### src/rtl/qeit_pkg.sv
package qeit_pkg;

  typedef enum logic [1:0] {
    MODE_A_EDGE = 2'd0,
    MODE_B_EDGE = 2'd1,
    MODE_INDEX  = 2'd2,
    MODE_TICK   = 2'd3
  } mode_t;

  typedef struct packed {
    mode_t mode;
    logic  a_level;
    logic  b_level;
  } in_item_t;

  typedef struct packed {
    logic signed [31:0] position_count;
    logic        [31:0] turn_count;
    logic        [30:0] counts_per_rev;
    logic signed [31:0] angle_q16;
    logic        [30:0] speed_q16;
  } out_item_t;

  // configuration register map
  localparam int CFG_INDEX_W = 1;
  localparam logic [CFG_INDEX_W-1:0] REG_INDEX_THRESHOLD = 1'd0;
  localparam logic [CFG_INDEX_W-1:0] REG_SAMPLE_RATE     = 1'd1;

  localparam logic [15:0] THRESHOLD_RESET   = 16'd200;
  localparam logic [15:0] SAMPLE_RATE_RESET = 16'd100;
  localparam logic [30:0] REV_COUNTS_RESET  = 31'd200;

  // 2*pi in Q3.28
  localparam logic [30:0] TWO_PI_Q28 = 31'd1686629713;
  localparam logic [30:0] POS_MAX    = 31'h7FFF_FFFF;

  localparam int DIFF_W      = 33;
  localparam int SPEED_ACC_W = DIFF_W + 16;

endpackage

### src/rtl/quadrature_encoder_index_tracker.sv
// an accepted beat runs through prep, the bit-serial 2*pi multiplier, an overflow check,
//   the restoring divider (one bit a cycle, skipped on overflow) and the angle step, then
//   the delta and speed steps for a tick; zero counts per revolution skips the angle math
// throughput: one item at a time, the next beat is taken the cycle after the result is loaded
// reset: synchronous, active high; counters, calibration, config and the output register return
//   to their reset values and any item in flight is dropped
module quadrature_encoder_index_tracker
  import qeit_pkg::*;
#(
  parameter int COUNT_WIDTH = 32,
  parameter int FRAC_BITS   = 16
) (
  input  logic                   clk,
  input  logic                   rst,
  input  logic                   in_valid,
  output logic                   in_stall,
  input  in_item_t               in_data,
  output logic                   out_valid,
  input  logic                   out_stall,
  output out_item_t              out_data,
  input  logic                   cfg_valid,
  output logic                   cfg_ready,
  input  logic [CFG_INDEX_W-1:0] cfg_index,
  input  logic [15:0]            cfg_data
);

  localparam int W     = COUNT_WIDTH;
  localparam int S     = 28 - FRAC_BITS;
  localparam int K     = 31 + S;
  localparam int PW    = W + 31;
  localparam int DW    = K + 31;
  localparam int XW    = (PW > DW) ? PW : DW;
  localparam int EW    = (W > 31) ? W : 31;
  localparam int CNT_W = $clog2(K);
  localparam logic [K:0] ROUND_HALF = (K + 1)'(1) << (S - 1);

  typedef enum logic [9:0] {
    ST_IDLE = 10'b00_0000_0001,
    ST_PREP = 10'b00_0000_0010,
    ST_MUL  = 10'b00_0000_0100,
    ST_CHK  = 10'b00_0000_1000,
    ST_DIV  = 10'b00_0001_0000,
    ST_ANG  = 10'b00_0010_0000,
    ST_DLT  = 10'b00_0100_0000,
    ST_SPD  = 10'b00_1000_0000,
    ST_SAT  = 10'b01_0000_0000,
    ST_FIN  = 10'b10_0000_0000
  } state_t;

  state_t state;

  logic [W-1:0]  count;
  logic [31:0]   turns;
  logic [30:0]   rev_counts;
  logic [31:0]   prev_angle;
  logic [30:0]   speed_magnitude;
  logic [15:0]   index_threshold;
  logic [15:0]   sample_rate_hz;

  logic                   tick;
  logic [W-1:0]           mag;
  logic                   neg;
  logic                   sat;
  logic [XW-1:0]          prod;
  logic [30:0]            rem;
  logic [K-1:0]           dvd;
  logic [31:0]            angle_reg;
  logic [DIFF_W-1:0]      dm;
  logic [SPEED_ACC_W-1:0] acc;
  logic [CNT_W-1:0]       cnt;

  logic                   in_accept;
  logic [W-1:0]           mag_abs;
  logic [EW-1:0]          mag_ext;
  logic                   index_hit;
  logic [30:0]            rev_new;
  logic [W-1:0]           count_inc;
  logic [W-1:0]           count_dec;
  logic [XW-1:0]          prod_step;
  logic                   ovf;
  logic [31:0]            r2;
  logic                   ge;
  logic [31:0]            r2_sub;
  logic [K:0]             rnd_full;
  logic [31:0]            rnd;
  logic [31:0]            amag;
  logic [31:0]            angle_new;
  logic [DIFF_W-1:0]      diff;
  logic [DIFF_W-1:0]      diff_abs;
  logic [SPEED_ACC_W-1:0] acc_step;
  logic [30:0]            speed_new;
  logic [31:0]            pos32;

  assign in_stall  = (state != ST_IDLE);
  assign in_accept = in_valid && !in_stall;
  assign cfg_ready = 1'b1;

  // count magnitude, shared by the index check and the angle path
  assign mag_abs   = count[W-1] ? (~count + W'(1)) : count;
  assign mag_ext   = EW'(mag_abs);
  assign index_hit = mag_ext > EW'(index_threshold);
  assign rev_new   = (mag_ext > EW'(POS_MAX)) ? POS_MAX : mag_ext[30:0];
  assign count_inc = count + W'(1);
  assign count_dec = count - W'(1);

  // shift-add over the bits of 2*pi, msb first
  assign prod_step = {prod[XW-2:0], 1'b0} + (TWO_PI_Q28[cnt[4:0]] ? XW'(mag) : '0);

  // quotient would not fit the angle range: saturate instead of dividing
  assign ovf = prod[XW-1:K] >= (XW - K)'(rev_counts);

  assign r2     = {rem, dvd[K-1]};
  assign ge     = r2 >= {1'b0, rev_counts};
  assign r2_sub = r2 - {1'b0, rev_counts};

  // round half up to FRAC_BITS, then sign and clamp
  assign rnd_full  = {1'b0, dvd} + ROUND_HALF;
  assign rnd       = rnd_full[K:S];
  assign amag      = (sat || rnd[31]) ? 32'h8000_0000 : rnd;
  assign angle_new = neg ? (~amag + 32'd1) : (amag[31] ? {1'b0, POS_MAX} : amag);

  assign diff     = {angle_reg[31], angle_reg} - {prev_angle[31], prev_angle};
  assign diff_abs = diff[DIFF_W-1] ? (~diff + DIFF_W'(1)) : diff;

  assign acc_step  = {acc[SPEED_ACC_W-2:0], 1'b0}
                   + (sample_rate_hz[cnt[3:0]] ? SPEED_ACC_W'(dm) : '0);
  assign speed_new = (acc > SPEED_ACC_W'(POS_MAX)) ? POS_MAX : acc[30:0];

  generate
    if (W >= 32) begin : g_pos_wide
      assign pos32 = count[31:0];
    end else begin : g_pos_narrow
      assign pos32 = {{(32 - W){count[W-1]}}, count};
    end
  endgenerate

  always_ff @(posedge clk) begin
    if (rst) begin
      state           <= ST_IDLE;
      out_valid       <= 1'b0;
      count           <= '0;
      turns           <= '0;
      rev_counts      <= REV_COUNTS_RESET;
      prev_angle      <= '0;
      speed_magnitude <= '0;
      index_threshold <= THRESHOLD_RESET;
      sample_rate_hz  <= SAMPLE_RATE_RESET;
    end else begin
      if (cfg_valid && cfg_ready) begin
        case (cfg_index)
          REG_INDEX_THRESHOLD: index_threshold <= cfg_data;
          REG_SAMPLE_RATE:     sample_rate_hz  <= cfg_data;
          default: ;
        endcase
      end

      // in the final state the load below decides the next beat
      if (out_valid && !out_stall && state != ST_FIN) begin
        out_valid <= 1'b0;
      end

      case (state)
        ST_IDLE: begin
          if (in_accept) begin
            tick  <= (in_data.mode == MODE_TICK);
            state <= ST_PREP;
            case (in_data.mode)
              MODE_A_EDGE: count <= in_data.b_level ? count_dec : count_inc;
              MODE_B_EDGE: count <= in_data.a_level ? count_inc : count_dec;
              MODE_INDEX: begin
                if (index_hit) begin
                  rev_counts <= rev_new;
                  count      <= '0;
                  turns      <= turns + 32'd1;
                end
              end
              default: ;
            endcase
          end
        end
        ST_PREP: begin
          if (rev_counts == '0) begin
            angle_reg <= '0;
            state     <= tick ? ST_DLT : ST_FIN;
          end else begin
            mag   <= mag_abs;
            neg   <= count[W-1];
            prod  <= '0;
            cnt   <= CNT_W'(30);
            state <= ST_MUL;
          end
        end
        ST_MUL: begin
          prod <= prod_step;
          cnt  <= cnt - CNT_W'(1);
          if (cnt == '0) begin
            state <= ST_CHK;
          end
        end
        ST_CHK: begin
          sat <= ovf;
          rem <= prod[K+30:K];
          dvd <= prod[K-1:0];
          cnt <= CNT_W'(K - 1);
          state <= ovf ? ST_ANG : ST_DIV;
        end
        ST_DIV: begin
          rem <= ge ? r2_sub[30:0] : r2[30:0];
          dvd <= {dvd[K-2:0], ge};
          cnt <= cnt - CNT_W'(1);
          if (cnt == '0) begin
            state <= ST_ANG;
          end
        end
        ST_ANG: begin
          angle_reg <= angle_new;
          state     <= tick ? ST_DLT : ST_FIN;
        end
        ST_DLT: begin
          dm         <= diff_abs;
          prev_angle <= angle_reg;
          acc        <= '0;
          cnt        <= CNT_W'(15);
          state      <= ST_SPD;
        end
        ST_SPD: begin
          acc <= acc_step;
          cnt <= cnt - CNT_W'(1);
          if (cnt == '0) begin
            state <= ST_SAT;
          end
        end
        ST_SAT: begin
          speed_magnitude <= speed_new;
          state           <= ST_FIN;
        end
        ST_FIN: begin
          // wait for the output register to free up
          if (!out_valid || !out_stall) begin
            out_valid               <= 1'b1;
            out_data.position_count <= pos32;
            out_data.turn_count     <= turns;
            out_data.counts_per_rev <= rev_counts;
            out_data.angle_q16      <= angle_reg;
            out_data.speed_q16      <= speed_magnitude;
            state                   <= ST_IDLE;
          end
        end
        default: state <= ST_IDLE;
      endcase
    end
  end

`ifndef SYNTHESIS
  a_div_rem_below_divisor: assert property (@(posedge clk) disable iff (rst)
    state == ST_DIV |-> rem < rev_counts)
    else $error("divider remainder not below counts per revolution");

  a_result_from_fin: assert property (@(posedge clk) disable iff (rst)
    $rose(out_valid) |-> $past(state) == ST_FIN)
    else $error("result beat raised outside the final state");

  a_angle_sign: assert property (@(posedge clk) disable iff (rst)
    (state == ST_FIN && !neg && rev_counts != '0) |-> !angle_reg[31])
    else $error("negative angle for a non-negative count");

  a_speed_update: assert property (@(posedge clk) disable iff (rst)
    !$stable(speed_magnitude) |-> ($past(state) == ST_SAT || $past(rst)))
    else $error("speed changed outside a speed tick");
`endif

endmodule

### config.mk
export PLATFORM = sky130hd
export DESIGN_NAME = quadrature_encoder_index_tracker
export DESIGN_NICKNAME = d
export VERILOG_FILES = /design/src/rtl/qeit_pkg.sv /design/src/rtl/quadrature_encoder_index_tracker.sv
export SDC_FILE = /design/constraint.sdc
export NUM_CORES = 2
export LEC_CHECK = 0
export ABC_CLOCK_PERIOD_IN_PS = 22000
export BUFFER_PORTS_ARGS = -buffer_cell sky130_fd_sc_hd__clkbuf_2
export CORE_MARGIN = 2
export CORE_UTILIZATION = 67
export DETAILED_ROUTE_END_ITERATION = 16
export PLACE_DENSITY = 0.93
export RECOVER_POWER = 50
export SYNTH_ARGS = -nofsm -noshare
export SYNTH_HDL_FRONTEND = slang
export SYNTH_SLANG_ARGS = --single-unit
### constraint.sdc
create_clock -name clk -period 22 [get_ports clk]
set_clock_uncertainty 0.2 [all_clocks]
set_input_delay 1.1 -clock clk [delete_from_list [all_inputs] [get_ports clk]]
set_output_delay 1.1 -clock clk [all_outputs]
set_load 0.05 [all_outputs]
## After elaboration in Yosys (flattened, before gate mapping)

Memory sizes are Yosys's and may differ from the RTL's. A register that Yosys moved wholly into a read port is not among the register bits.
Cells that the tools add are included.
W data, S select, Z words.

- Latch bits: 0
- ROM bits: 32
- Memories: 1
- Bits in registers: 662
- Logic and storage cells: 147
- Memory bits (writable): 0
- Input port bits: 26
- Output and inout bits: 161

- Bitwise gates (word level): 6
- Shifts and indexed selects: 0
- $mul: 0
- Divide/modulo/power cells: 0
- Add/subtract/negate cells: 12
- Magnitude comparators: 7
- Reduce and logical (&&, ||, !) cells: 33
- Muxes and demuxes: 39
- Eq/ne operators: 23

Memories:

| memory | depth | bits a word | rd ports | clocked after Yosys merged registers in | write ports | line | text |
|---|---|---|---|---|---|---|---|
| (name not given) | 32 | 1 | 1 | 1 | 0 | quadrature_encoder_index_tracker.sv:107 | `assign prod_step = {prod[XW-2:0], 1'b0} + (TWO_PI_Q28[cnt[4:0]] ? XW'(mag) : '0);` |

Operators by type and width:

| operator | number |
|---|---|
| $mux W32 | 9 |
| $pmux W74 S2 | 1 |
| $add A32 B1 Y32 const B | 4 |
| $mux W31 | 4 |
| $pmux W10 S10 | 1 |
| $pmux W49 S2 | 1 |
| $pmux W32 S3 | 1 |
| $pmux W43 S2 | 1 |
| $add A74 B32 Y74 | 1 |
| $mux W74 | 1 |
| $mux W10 | 7 |
| $not A32 Y32 | 2 |
| $pmux W32 S2 | 1 |
| $pmux W31 S2 | 1 |
| $add A49 B33 Y49 | 1 |
| $gt A49 B31 Y1 const B | 1 |
| $add A43 B12 Y44 const B | 1 |
| $add A33 B1 Y33 const B | 1 |
| $mux W33 | 1 |
| $not A33 Y33 | 1 |
| $sub A32 B32 Y33 | 1 |
| $ge A32 B31 Y1 | 1 |
| $gt A32 B16 Y1 | 1 |
| $gt A32 B31 Y1 const B | 1 |
| other kinds (41) | 75 |

## Depth between registers and ports, before layout

- Depth after elaboration: 7
- Mapped depth: 20
- Mapped depth without buffers: 17

## Least setup slack after synthesis

No wires, ideal clock.

- Path type: in2reg
- From: input rst
- To: register out_data[0] in the netlist's numbering (enable)
- Path slack: 7907 ps
- Cell stages on the path: 3
- Library setup time: 902 ps
- Data arrival time: 12991 ps
- Data required time: 20898 ps
- Cells stage by stage: clkbuf_1 > clkbuf_1 > nor3b_1

- Cells in the longest elaborated chain, start to end: 2

Ends and longest elaborated chain:

| item | line | text |
|---|---|---|
| start: declaration | quadrature_encoder_index_tracker.sv:14 | `input logic rst,` |
| $not A1 Y1 (no line) | n/a |  |
| $reduce_and A3 Y1 (no line) | n/a |  |
| end: declaration | quadrature_encoder_index_tracker.sv:20 | `output out_item_t out_data,` |

No other way between the ends.
A chain may end at the register's enable or synchronous reset.

## Worst setup path in the final report

- From: input rst
- To: register out_data[65] in the netlist's numbering (enable)

The elaborated chain is that of the path after synthesis.

==> impl_metrics.toml <==
[synthesis]
synthFlopType = "edfxtp_1"
synth.cell_area_sq_um = 37900
synthDistinctLibCells = 83
synth_edf_count = 461
ys_seq_area_share_pct = 47.1
synth_area_leaders = "edfxtp_1, dfxtp_1, ha_1"
synth.avg_cell_area_sq_um = 9.54
yosys.area.top_type = "edfxtp_1"
ys_async_sr_fraction_pct = 0
yosysMostFrequentCell = "nand2_1"
yosys_warnings = 0
synthCells = 3976
synth_nets = 4192
synth_top_cell_area_share_pct = 36.5
netlist_top_cells_count = "nand2_1, edfxtp_1, nor2_1, a21oi_1, dfxtp_1"
ys_seq_elements = 663

[hold_path]
worstHoldStart = "speed_magnitude[8]"
min-delay-path-class = "flop to flop"
hold_end = "out_data[8]"
holdPathStages = 0

[worst_setup_path]
path_buf_inv = 2
timing.rr.start = "state[4]"
crit_family = "buffers and inverters"
crit_required_ns = 21.78
crit_top_cell = "clkbuf_1"
reg2reg_slack_ns = 12.91
critical_path_class = "primary input to flop"
crit_arrival_ns = 9.09
slowest_delay_ns = 5.97
cp_max_fo = 158
rr_worst_depth = 5
crit_path_end_kind = "flop"
slowest_stage = "clkbuf_1"
startpoint_type = "primary input"
regToRegEndpoint = "out_data[65]"
path_cells = "clkbuf_1 > nor3b_1 > clkbuf_1"

[global_routing]
antenna_found_initial = 1
grt_use_total_pct = 33.0
overflow = 0
grt_pass1_vias = 29600
grt_max_degree = 159
grt_pass1_wl_mm = 157

[routing]
drc = 0
drt_pre_antenna_iters = 8
num_vias = 31800
drt_iter0_drc = 3904
wire_per_inst_um = 20.4
drt-total-wl_mm = 99.3
drt.antenna.violating_nets = 0
viasPerCell = 6.54

[clock_network]
numCtsBuffers = 70
postCtsSetupBuffers = 0
cts_hold_buf = 0
path_clk_slew_ns = 0.06
h-tree-depth = 3
cts.path.max_buffers = 3
cts_tree = "yes"
cts_sinks = 663
clk_latency_ns = 0.63
ctsResizeCount = 0
root_buffer = "clkbuf_16"

[timing]
period_share_pct = 42.3
finalSetupTns_ns = 0
slew_viol_final = 758
clock.fmax_mhz = 107
rsz0062_at_grt = "false"
setup_violations = 0
timing.final.hold_violations = 0
tightest_slew_ns = 8.60
whs_ns = 0.240
fin_crit_ns = 9.31
setup_slack_ns = 12.69
relSlewSlack_pct = -473

[floorplan]
dieArea_sq_um = 58600
start_util_pct = 67.6
fp-row-count = 87
io_pins = 187
die_y_um = 242
coreArea_sq_um = 56200
dieWidth_um = 242

[final_layout]
area_growth_syn_to_layout_pct = 9.20
top_regs = "out_data: 158 flops, prod: 74 flops, acc: 49 flops"
largest_reg_flops = 158
design_area_sq_um = 41400
drive_gt1_share_pct = 5.77
fin_util_pct = 73.8
fin_nets = 4267
antennaDiodeCount = 0
top_register = "out_data"
final_cell_count_no_fill = 4865

[flow_run]
max-cap-violations = 11

[placed_design]
dpl_cell_area_sq_um = 39300
port_buffers = 185
gp_congestion = 0.957
dp_hpwl_mm = 67.2
preCtsSetupSlack_ns = 16.01
dpl.cell_count = 4735

[pwr]
finalPower_mw = 2.94
p_leak_nw = 15.1
ir_drop_mv = 0.0728
power_density_nw_per_um2 = 70.9

[status]
violations = "capacitance limit, slew limit"
outcome = "finished, violations left"
-- report_power, final --
part / switching (mW) / internal (mW) / leakage, nW
logic: 0.211 / 0.114 / 8.05
registers: 0.0289 / 1.34 / 5.86
clock network: 0.521 / 0.720 / 1.20
total: 0.761 / 2.18 / 15.1
-- metal layers --
layer / up-vias / GRT usage (%) / part of all wire (%)
met2: 1913 / 53.9 / 47
li1: 14600 / - / -
met5: - / 0 / 0.014
met4: 2 / 17.3 / 6.0
met3: 384 / 5.08 / 9.0
met1: 14900 / 42.7 / 38
-- final cells by class --
| cell class | count | area [sq um] |
|---|---|---|
| inverter | 157 | 589 |
| multi-input combinational | 2946 | 18700 |
| tap | 756 | 946 |
| sequential | 663 | 17900 |
| clock inverter | 41 | 438 |
| fill | 3797 | 14700 |
| clock buffer | 89 | 1990 |
| timing repair buffer | 213 | 896 |
-- kinds of logic (layout without fill, tap and decap cells) --
kind of cell / Yosys count / after routing / share of synthesized area, %
AND/OR/NAND/NOR: 1491 / 1491 / 19.0
AO/OA/AOI/OAI: 949 / 949 / 16.2
flip-flops: 663 / 663 / 47.1
buffers and inverters: 367 / 500 / 3.73
XOR/XNOR: 283 / 283 / 6.53
adder cells (fa/ha/maj): 190 / 190 / 6.34
multiplexers: 32 / 32 / 1.03
other: 1 / 1 / 0.00988
-- cell usage in the layout (no fill, tap or decap), types with 21 or more instances in the layout --
master / synthesis / routed
a211oi_1: 63 / 63
a21o_1: 87 / 87
a21oi_1: 308 / 305
a31oi_1: 22 / 21
and2_1: 96 / 91
and3_1: 57 / 57
clkbuf_1: 187 / 180
clkbuf_16: 0 / 75
clkbuf_2: 0 / 23
dfxtp_1: 202 / 202
edfxtp_1: 461 / 461
ha_1: 186 / 186
inv_1: 155 / 155
mux2i_1: 22 / 22
nand2_1: 473 / 473
nand2b_1: 37 / 37
nand3_1: 121 / 121
nand4_1: 50 / 50
nor2_1: 323 / 320
nor2b_1: 40 / 40
nor3_1: 110 / 110
nor3b_1: 23 / 23
nor4_1: 38 / 38
o21a_1: 42 / 41
o21ai_0: 180 / 179
o221a_2: 33 / 33
o31ai_1: 33 / 34
or3_1: 40 / 40
xnor2_1: 165 / 165
xor2_1: 118 / 118
-- worst reg2reg max path, delay by kind of cell, from the launching register on --
family | cells | cell delay, ns
buffers and inverters | 1 | 5.97
DFF | 1 | 0.36
and+or+nand+nor | 4 | 1.77
-- worst max path at each step --
stage | startpoint | to | slack, ns | depth (start not counted)
final | rst | out_data[65] | 12.69 | 3
after global routing | rst | out_data[65] | 11.73 | 3
after CTS | cnt[0] | acc[36] | 15.94 | 15
after detailed placement | cnt[0] | acc[36] | 16.01 | 15
after global placement | cnt[0] | acc[34] | 16.17 | 15
after floorplan | rst | out_data[0] | 7.91 | 3
Power figures use the tool's default switching activity.
